### src/sv/m4i_pkg.sv
`timescale 1ns / 1ps
package m4i_pkg;

  typedef struct packed {
    logic signed [31:0] elem_c0;
    logic signed [31:0] elem_c1;
    logic signed [31:0] elem_c2;
    logic signed [31:0] elem_c3;
  } in_item_t;

  typedef struct packed {
    logic signed [31:0] res_c0;
    logic signed [31:0] res_c1;
    logic signed [31:0] res_c2;
    logic signed [31:0] res_c3;
    logic [1:0]         res_row;
    logic               singular;
    logic               saturated;
    logic               last_row;
  } out_item_t;

  // multiplier digit width (radix 2^16, msb digit first)
  localparam int MUL_DIGIT = 16;

  // multiplicand select codes
  localparam logic [1:0] ASEL_X = 2'd0;
  localparam logic [1:0] ASEL_P = 2'd1;
  localparam logic [1:0] ASEL_C = 2'd2;

  // 3x3 determinant terms: column of each factor per term, rows are always 0,1,2
  localparam logic [1:0] TRI_COL [0:5][0:2] = '{
    '{2'd0, 2'd1, 2'd2},
    '{2'd1, 2'd2, 2'd0},
    '{2'd2, 2'd0, 2'd1},
    '{2'd2, 2'd1, 2'd0},
    '{2'd0, 2'd2, 2'd1},
    '{2'd1, 2'd0, 2'd2}
  };
  localparam logic TRI_NEG [0:5] = '{1'b0, 1'b0, 1'b0, 1'b1, 1'b1, 1'b1};

  typedef struct packed {
    logic       mat_we;
    logic [1:0] mat_waddr;
    logic [1:0] mat_raddr;
    logic [1:0] col;
    logic       lat_x;
    logic       lat_y;
    logic       lat_z;
    logic       mul_load;
    logic [1:0] a_sel;
    logic       b_sel_z;
    logic       mul_step;
    logic       mul_top;
    logic       cof_clr;
    logic       cof_acc;
    logic       cof_minus;
    logic       cof_from_adj;
    logic       adj_we;
    logic [3:0] adj_addr;
    logic       det_clr;
    logic       det_acc;
    logic       q_load;
    logic       q_step;
    logic       q_fin;
  } m4i_cmd_t;

  typedef struct packed {
    logic det_zero;
  } m4i_stat_t;

  // index into the 3x3 minor mapped back to the full matrix
  function automatic logic [1:0] skip_idx(input logic [1:0] n, input logic [1:0] excl);
    skip_idx = (n >= excl) ? n + 2'd1 : n;
  endfunction

endpackage

### src/sv/m4i_ctrl.sv
`timescale 1ns / 1ps
module m4i_ctrl #(
  parameter int ELEM_WIDTH = 32
) (
  input  logic               clk,
  input  logic               rst_n,
  input  logic               in_valid,
  output logic               in_stall,
  output logic               out_valid,
  input  logic               out_stall,
  input  m4i_pkg::m4i_stat_t stat,
  output m4i_pkg::m4i_cmd_t  cmd
);

  localparam int ND  = (ELEM_WIDTH + m4i_pkg::MUL_DIGIT - 1) / m4i_pkg::MUL_DIGIT;
  localparam int KW  = (ND > 1) ? $clog2(ND) : 1;
  localparam int DCW = $clog2(ELEM_WIDTH + 1);

  localparam logic [4:0] S_LOAD = 5'd0;
  localparam logic [4:0] S_RD0  = 5'd1;
  localparam logic [4:0] S_RD1  = 5'd2;
  localparam logic [4:0] S_RD2  = 5'd3;
  localparam logic [4:0] S_RD3  = 5'd4;
  localparam logic [4:0] S_M1   = 5'd5;
  localparam logic [4:0] S_L2   = 5'd6;
  localparam logic [4:0] S_M2   = 5'd7;
  localparam logic [4:0] S_ACC  = 5'd8;
  localparam logic [4:0] S_COF  = 5'd9;
  localparam logic [4:0] S_DRD0 = 5'd10;
  localparam logic [4:0] S_DRD1 = 5'd11;
  localparam logic [4:0] S_DL   = 5'd12;
  localparam logic [4:0] S_DM   = 5'd13;
  localparam logic [4:0] S_DACC = 5'd14;
  localparam logic [4:0] S_QRD0 = 5'd15;
  localparam logic [4:0] S_QRD1 = 5'd16;
  localparam logic [4:0] S_QLD  = 5'd17;
  localparam logic [4:0] S_QDIV = 5'd18;
  localparam logic [4:0] S_QFIN = 5'd19;
  localparam logic [4:0] S_OUT  = 5'd20;

  logic [4:0]     state_r, state_nxt;
  logic [1:0]     rows_r, rows_nxt;
  logic [3:0]     idx_r, idx_nxt;
  logic [2:0]     t_r, t_nxt;
  logic [KW-1:0]  k_r, k_nxt;
  logic [DCW-1:0] d_r, d_nxt;
  logic [1:0]     r, c;
  logic           k_last;

  assign r         = idx_r[3:2];
  assign c         = idx_r[1:0];
  assign k_last    = (k_r == KW'(ND - 1));
  assign in_stall  = (state_r != S_LOAD);
  assign out_valid = (state_r == S_OUT);

  always_comb begin
    cmd       = '0;
    state_nxt = state_r;
    rows_nxt  = rows_r;
    idx_nxt   = idx_r;
    t_nxt     = t_r;
    k_nxt     = k_r;
    d_nxt     = d_r;
    unique case (state_r) inside
      S_LOAD: begin
        cmd.mat_waddr = rows_r;
        if (in_valid) begin
          cmd.mat_we = 1'b1;
          rows_nxt   = rows_r + 2'd1;
          if (rows_r == 2'd3) begin
            cmd.det_clr = 1'b1;
            idx_nxt     = '0;
            t_nxt       = '0;
            state_nxt   = S_RD0;
          end
        end
      end
      S_RD0: begin
        cmd.mat_raddr = m4i_pkg::skip_idx(2'd0, c);
        cmd.cof_clr   = (t_r == 3'd0);
        state_nxt     = S_RD1;
      end
      S_RD1: begin
        cmd.mat_raddr = m4i_pkg::skip_idx(2'd1, c);
        cmd.col       = m4i_pkg::skip_idx(m4i_pkg::TRI_COL[t_r][0], r);
        cmd.lat_x     = 1'b1;
        state_nxt     = S_RD2;
      end
      S_RD2: begin
        cmd.mat_raddr = m4i_pkg::skip_idx(2'd2, c);
        cmd.col       = m4i_pkg::skip_idx(m4i_pkg::TRI_COL[t_r][1], r);
        cmd.lat_y     = 1'b1;
        state_nxt     = S_RD3;
      end
      S_RD3: begin
        cmd.col      = m4i_pkg::skip_idx(m4i_pkg::TRI_COL[t_r][2], r);
        cmd.lat_z    = 1'b1;
        cmd.mul_load = 1'b1;
        cmd.a_sel    = m4i_pkg::ASEL_X;
        k_nxt        = '0;
        state_nxt    = S_M1;
      end
      S_M1, S_M2, S_DM: begin
        cmd.mul_step = 1'b1;
        cmd.mul_top  = (k_r == '0);
        if (k_last) begin
          k_nxt = '0;
          if (state_r == S_M1) state_nxt = S_L2;
          else if (state_r == S_M2) state_nxt = S_ACC;
          else state_nxt = S_DACC;
        end else begin
          k_nxt = k_r + 1'b1;
        end
      end
      S_L2: begin
        cmd.mul_load = 1'b1;
        cmd.a_sel    = m4i_pkg::ASEL_P;
        cmd.b_sel_z  = 1'b1;
        state_nxt    = S_M2;
      end
      S_ACC: begin
        cmd.cof_acc   = 1'b1;
        cmd.cof_minus = m4i_pkg::TRI_NEG[t_r] ^ r[0] ^ c[0];
        if (t_r == 3'd5) begin
          t_nxt     = '0;
          state_nxt = S_COF;
        end else begin
          t_nxt     = t_r + 3'd1;
          state_nxt = S_RD0;
        end
      end
      S_COF: begin
        cmd.adj_we   = 1'b1;
        cmd.adj_addr = idx_r;
        if (r == 2'd0) begin
          state_nxt = S_DRD0;
        end else if (idx_r == 4'd15) begin
          idx_nxt   = '0;
          state_nxt = S_QRD0;
        end else begin
          idx_nxt   = idx_r + 4'd1;
          state_nxt = S_RD0;
        end
      end
      S_DRD0: begin
        cmd.mat_raddr = c;
        state_nxt     = S_DRD1;
      end
      S_DRD1: begin
        cmd.col   = 2'd0;
        cmd.lat_z = 1'b1;
        state_nxt = S_DL;
      end
      S_DL: begin
        cmd.mul_load = 1'b1;
        cmd.a_sel    = m4i_pkg::ASEL_C;
        cmd.b_sel_z  = 1'b1;
        state_nxt    = S_DM;
      end
      S_DACC: begin
        cmd.det_acc = 1'b1;
        idx_nxt     = idx_r + 4'd1;
        state_nxt   = S_RD0;
      end
      S_QRD0: begin
        cmd.adj_addr = idx_r;
        state_nxt    = S_QRD1;
      end
      S_QRD1: begin
        cmd.cof_from_adj = 1'b1;
        state_nxt        = stat.det_zero ? S_QFIN : S_QLD;
      end
      S_QLD: begin
        cmd.q_load = 1'b1;
        d_nxt      = '0;
        state_nxt  = S_QDIV;
      end
      S_QDIV: begin
        cmd.q_step = 1'b1;
        if (d_r == DCW'(ELEM_WIDTH)) state_nxt = S_QFIN;
        else d_nxt = d_r + 1'b1;
      end
      S_QFIN: begin
        cmd.q_fin    = 1'b1;
        cmd.adj_addr = idx_r;
        if (c == 2'd3) begin
          state_nxt = S_OUT;
        end else begin
          idx_nxt   = idx_r + 4'd1;
          state_nxt = S_QRD0;
        end
      end
      S_OUT: begin
        if (!out_stall) begin
          if (idx_r == 4'd15) begin
            idx_nxt   = '0;
            state_nxt = S_LOAD;
          end else begin
            idx_nxt   = idx_r + 4'd1;
            state_nxt = S_QRD0;
          end
        end
      end
      default: state_nxt = S_LOAD;
    endcase
  end

  always_ff @(posedge clk) begin
    if (!rst_n) begin
      state_r <= S_LOAD;
      rows_r  <= '0;
      idx_r   <= '0;
      t_r     <= '0;
      k_r     <= '0;
      d_r     <= '0;
    end else begin
      state_r <= state_nxt;
      rows_r  <= rows_nxt;
      idx_r   <= idx_nxt;
      t_r     <= t_nxt;
      k_r     <= k_nxt;
      d_r     <= d_nxt;
    end
  end

endmodule

### config.mk
export PLATFORM = sky130hd
export DESIGN_NAME = m4i_ctrl
export DESIGN_NICKNAME = d
export VERILOG_FILES = /design/src/sv/m4i_pkg.sv /design/src/sv/m4i_ctrl.sv
export SDC_FILE = /design/constraint.sdc
export NUM_CORES = 1
export LEC_CHECK = 0
export ABC_AREA = 1
export BUFFER_PORTS_ARGS = -buffer_cell sky130_fd_sc_hd__buf_2
export CORE_MARGIN = 4
export CORE_UTILIZATION = 60
export DETAILED_ROUTE_END_ITERATION = 16
export HOLD_SLACK_MARGIN = 0.05
export MAX_ROUTING_LAYER = met4
export PLACE_DENSITY = 0.92
export SYNTH_ARGS = -nofsm -noshare
export SYNTH_HDL_FRONTEND = slang
export SYNTH_SLANG_ARGS = --single-unit
### constraint.sdc
create_clock -name clk -period 4.02 [get_ports clk]
set_input_delay 0 -clock clk [delete_from_list [all_inputs] [get_ports clk]]
set_output_delay 0 -clock clk [all_outputs]
set_load 0.01 [all_outputs]
== Yosys cells after proc, flatten, opt, wreduce, memory -nomap -nowiden ==
Memory sizes are Yosys's and may differ from the RTL's.
Cells that the tools add are included.
Word-level totals
  flip-flop bits (word level): 21
  bits in read-only memories: 56
  input bits: 5
  output and inout port bits: 32
  memories: 2
Memories
  (no name shown): depth 8, bits a word 6, read ports 1, clocked after Yosys merged registers in 0, write ports 0, line m4i_ctrl.sv:96  | cmd.col = m4i_pkg::skip_idx(m4i_pkg::TRI_COL[t_r][2], r);
  (no name shown): depth 8, bits a word 1, read ports 1, clocked after Yosys merged registers in 0, write ports 0, line m4i_ctrl.sv:123  | cmd.cof_minus = m4i_pkg::TRI_NEG[t_r] ^ r[0] ^ c[0];
Cells by class
  add/sub/neg operators: 8
  magnitude comparators: 7
  eq/ne operators: 33
  muxes and demuxes: 61
  bitwise logic cells: 4
  reductions and logical operators: 17
Operator list (number)
  one-hot mux 5 bit (19 select lines): 1
  two-way mux 4 bit: 12
  equality test 5 x 4 -> 1 bit, second input constant: 8
  two-way mux 5 bit: 6
  equality test 5 bit, second input constant: 5
  equality test 5 x 3 -> 1 bit, second input constant: 4
  two-way mux 1 bit: 20
  one-hot mux 4 bit (5 select lines): 1
  two-way mux 6 bit: 3
  two-way mux 3 bit: 5
  two-way mux 2 bit: 7
  inequality test 2 bit, second input constant: 6
  one-hot mux 6 bit (2 select lines): 1
  equality test 5 x 2 -> 1 bit, second input constant: 2
  nonzero test 5 bit: 2
  one-hot mux 3 bit (3 select lines): 1
  adder 2 x 1 -> 2 bit, second input constant: 4
  one-hot mux 2 bit (4 select lines): 1
  adder 6 x 1 -> 6 bit, second input constant: 1
  equality test 6 bit, second input constant: 1
  greater-or-equal comparator 2 bit: 3
  one-hot mux 2 bit (3 select lines): 1
  one-hot mux 3 bit (2 select lines): 1
  AND reduction 6 bit: 1
  other kinds (24): 33

== Logic depth before layout (Yosys ltp) ==
  depth after elaboration: 7
  depth in mapped cells: 14

== Least setup slack after synthesis ==
No wires, ideal clock.
  path kind: reg2out
  start: register t_r[0]
  end: output cmd[24] in the netlist's numbering
  arrival time: 1.864 ns
  setup slack: 2.156 ns
  stages on the path, launching flop included: 13
  cell sequence: dfxtp_1 -> inv_1 -> ha_1 -> nor2_1 -> inv_1 -> ha_1 -> nand2_1 -> nand2_1 -> nand2_1 -> inv_1 -> or2_2 -> nand3_1 -> nand3_1
RTL lines
  start, declared: line m4i_ctrl.sv:44  | logic [2:0] t_r, t_nxt;
  start signal, assigned: line m4i_ctrl.sv:220  | t_r <= t_nxt;
  end, declared: line m4i_ctrl.sv:12  | output m4i_pkg::m4i_cmd_t cmd

==> flow_metrics.env <==
export IMPL_ant_nets=0
export IMPL_postRouteWirelength_microns=5710
export IMPL_share_seq_of_total_power_pct=57.3
export IMPL_vias_in_the_first_global_route=2158
export IMPL_synth_nets=379
export IMPL_p_sw_mw=0.110
export IMPL_final_period_utilization_pct=62.8
export IMPL_groute_usage_overall_pct=27.2
export IMPL_grt_start_max_net_pins=13
export IMPL_core_area_sq_um=3420
export IMPL_clkSinkCount=21
export IMPL_worstPathRequired_ps=4020
export IMPL_rsz_0062_raised_after_global_routing="false"
export IMPL_num_io_pins=37
export IMPL_antenna_cells=0
export IMPL_critical_path_peak_fanout=5
export IMPL_fillCellCount=299
export IMPL_timing_setup_critical_path_class="register to output port"
export IMPL_powerDensity_nw_per_um2=155
export IMPL_most_common_layout_cells="nand2_1 (84), inv_1 (46), nor2_1 (43), buf_2 (36), nand3_1 (35)"
export IMPL_cts_max_path_buffers=2
export IMPL_finalWorstPathRequiredPeriod_ps=2530
export IMPL_timing_clock_skew_ps=6.46
export IMPL_port_buffer_count=36
export IMPL_postCtsSetupBuffers=0
export IMPL_synthXorXnorAreaFrac_pct=0.808
export IMPL_relSlewSlack_pct=67.4
export IMPL_drt_wirelength_per_cell_microns=13.0
export IMPL_cts_inserted_buffers=3
export IMPL_clkPwrFrac_pct=30.9
export IMPL_insertion_delay_ps=330
export IMPL_setup_violations=0
export IMPL_initial_utilization_pct=63.4
export IMPL_synth_enable_flop_cells=0
export IMPL_largest_family_of_logic_cells_by_synthesized_area="simple AND/OR/NAND/NOR gates"
export IMPL_async_reset_ff_share_pct=0
export IMPL_stdcell_area_sq_um=2420
export IMPL_hold_viol=0
export IMPL_intPower_mw=0.265
export IMPL_die_height_microns=68.1
export IMPL_layout_cells_most_common="nand2_1"
export IMPL_p_sw_share_pct=29.4
export IMPL_setup_tns_after_final_layout_ps=0
export IMPL_cts_tree="built"
export IMPL_number_of_antenna_violations_at_the_first_check_in_global_routing=0
export IMPL_grt_pass1_wl_microns=9530
export IMPL_detail_route_vias_per_cell=5.55
export IMPL_post_synth_instance_area_sq_um=2170
export IMPL_totalPowerFinal_mw=0.375
export IMPL_synth_top_area_share_pct=19.4
export IMPL_htreeDepth=1
export IMPL_flow_area_growth_from_synthesis_pct=11.7
export IMPL_static_leakage_power_nw=1.26
export IMPL_yosysWarnings=0
export IMPL_utilization_pct=70.9
export IMPL_dr_total_vias=2436
export IMPL_design_die_area_sq_um=4640
export IMPL_synthesis_area_per_instance_sq_um=6.07
export IMPL_dp_hpwl_microns=4540
export IMPL_clkSlewWorstSetupHoldPaths_ps=140
export IMPL_worst_pin_slew_ps=489
export IMPL_maxCapViolations=0
export IMPL_synth_top_area_cell="dfxtp_1"
export IMPL_gp_routability_congestion=0.988
export IMPL_die_width_microns=68.1
export IMPL_timing_final_max_slew_violations=0
export IMPL_critPathLaunchType="register"
export IMPL_power_share_combinational_pct=11.8
export IMPL_drt_pass1_iter_count=5
export IMPL_syn_instance_count=357
export IMPL_placedInstanceArea_sq_um=2370
export IMPL_synthTopCellsByArea="dfxtp_1 (19%), nand2_1 (15%), ha_1 (9.8%), nand3_1 (8.1%), inv_1 (8.0%)"
export IMPL_compound_gate_fraction_of_synth_area_pct=11.4
export IMPL_dr_drc_count=0
export IMPL_synth_seq_cells=21
export IMPL_drtIter0Drc=214
export IMPL_status="completed"
export IMPL_synth_distinct_cells=31
export IMPL_synth_simple_area_share_pct=47.9
export IMPL_synth_yosys_seq_area_share_pct=19.4
export IMPL_yosys_most_used_dff="dfxtp_1"
export IMPL_arrival_time_worst_endpoint_ps=2530
export IMPL_nets=416
export IMPL_hold_path_class="input pin to register"
export IMPL_grt_remaining_overflow=0
export IMPL_ir_worst_vdd_uv=191
export IMPL_critPathCaptureType="output port"
export IMPL_core_rowCount=21
export IMPL_clockRootBuffer="clkbuf_4"
export IMPL_fmax_ghz=0.396
export IMPL_synth_fa_ha_area_share_pct=9.82
export IMPL_post_synth_mux_area_share_pct=0
export IMPL_post_route_cells_drive_above_1_share_pct=20.9
==> metrics by stage <==
stage	hold slack [ps]	cells	setup WS (ps)
after floorplan	116	357	2160
after global placement	278	433	1980
after detailed placement	279	433	1900
after CTS	132	439	1530
after global routing	178	439	1340
final	128	439	1490
==> worst max-delay path, stage by stage (launching register included) <==
cell and delay (ps):
dfxtp_1 380, inv_1 130, ha_1 200, inv_1 60, a21oi_1 240, ha_1 290
a21oi_1 140, nand2_1 80, nand2_1 60, inv_1 50, or2_2 270, nand3_1 70
nand3_1 70, buf_2 150
==> power by group through the flow <==
stage | Clock (mW) | Combinational [mW] | Sequential [mW]
finish | 0.116 | 0.0442 | 0.215
global route | 0.123 | 0.0500 | 0.216
CTS | 0.113 | 0.0438 | 0.215
detailed placement | 0 | 0.0421 | 0.220
global placement | 0 | 0.0413 | 0.219
floorplan | 0 | 0.0314 | 0.218
==> synthesized netlist by cell type, types with 3 or more instances <==
cell	count
inv_1	46
nand2_2	10
or2_2	3
nor3_1	6
nand3b_1	4
ha_1	17
nand4_1	6
nor2_1	43
a21oi_1	24
nor2_2	7
buf_2	4
nand2_1	84
inv_2	7
nor2_4	8
dfxtp_1	21
nand3_1	35
o21ai_0	16
==> cell type report <==
cell class              instances  area [sq um]  area share [%]
clock buffers                   3          22.5           0.930
clock inverters                 1          5.00           0.207
inverters                      53           199            8.22
multi-input cells             277          1520            62.6
flip-flops and latches         21           420            17.4
well taps                      46          57.6            2.38
repair buffers                 38           200            8.27
==> layer usage <==
metal  part of all wire (%)  up-vias  GRT usage, %
li1                       -     1215             -
met1                     44     1081          32.7
met2                     45      115          45.0
met3                    8.8       25          7.06
met4                    2.9        0          7.20
met5                      0        -             -
==> cell families (layout without fill, tap and decap cells) <==
group / count (synthesis) / in the layout
simple gates: 212 / 212
buf+inv: 59 / 95
compound gates: 46 / 46
flops: 21 / 21
fa+ha+maj: 17 / 17
xor+xnor: 2 / 2
==> repair_timing <==
action	in CTS	in global routing
resized for setup	0	0
endpoints found under the hold margin	5	0
hold buffers	2	0
==> path summary, 6_finish.rpt <==
kind	from	slack (ps)	end	depth (start not counted)
max	t_r[1]	1490	cmd[24]	13
min	in_valid	130	rows_r[1]	5
max reg2reg	state_r[4]	2020	d_r[5]	8
min reg2reg	rows_r[1]	500	rows_r[1]	2
==> sequential cells by signal (all words and copies together), names as in the netlist <==
signal	flops
d_r	6
idx_r	4
state_r	5
rows_r	2
k_last	1
t_r	3
Power figures use the tool's default switching activity.
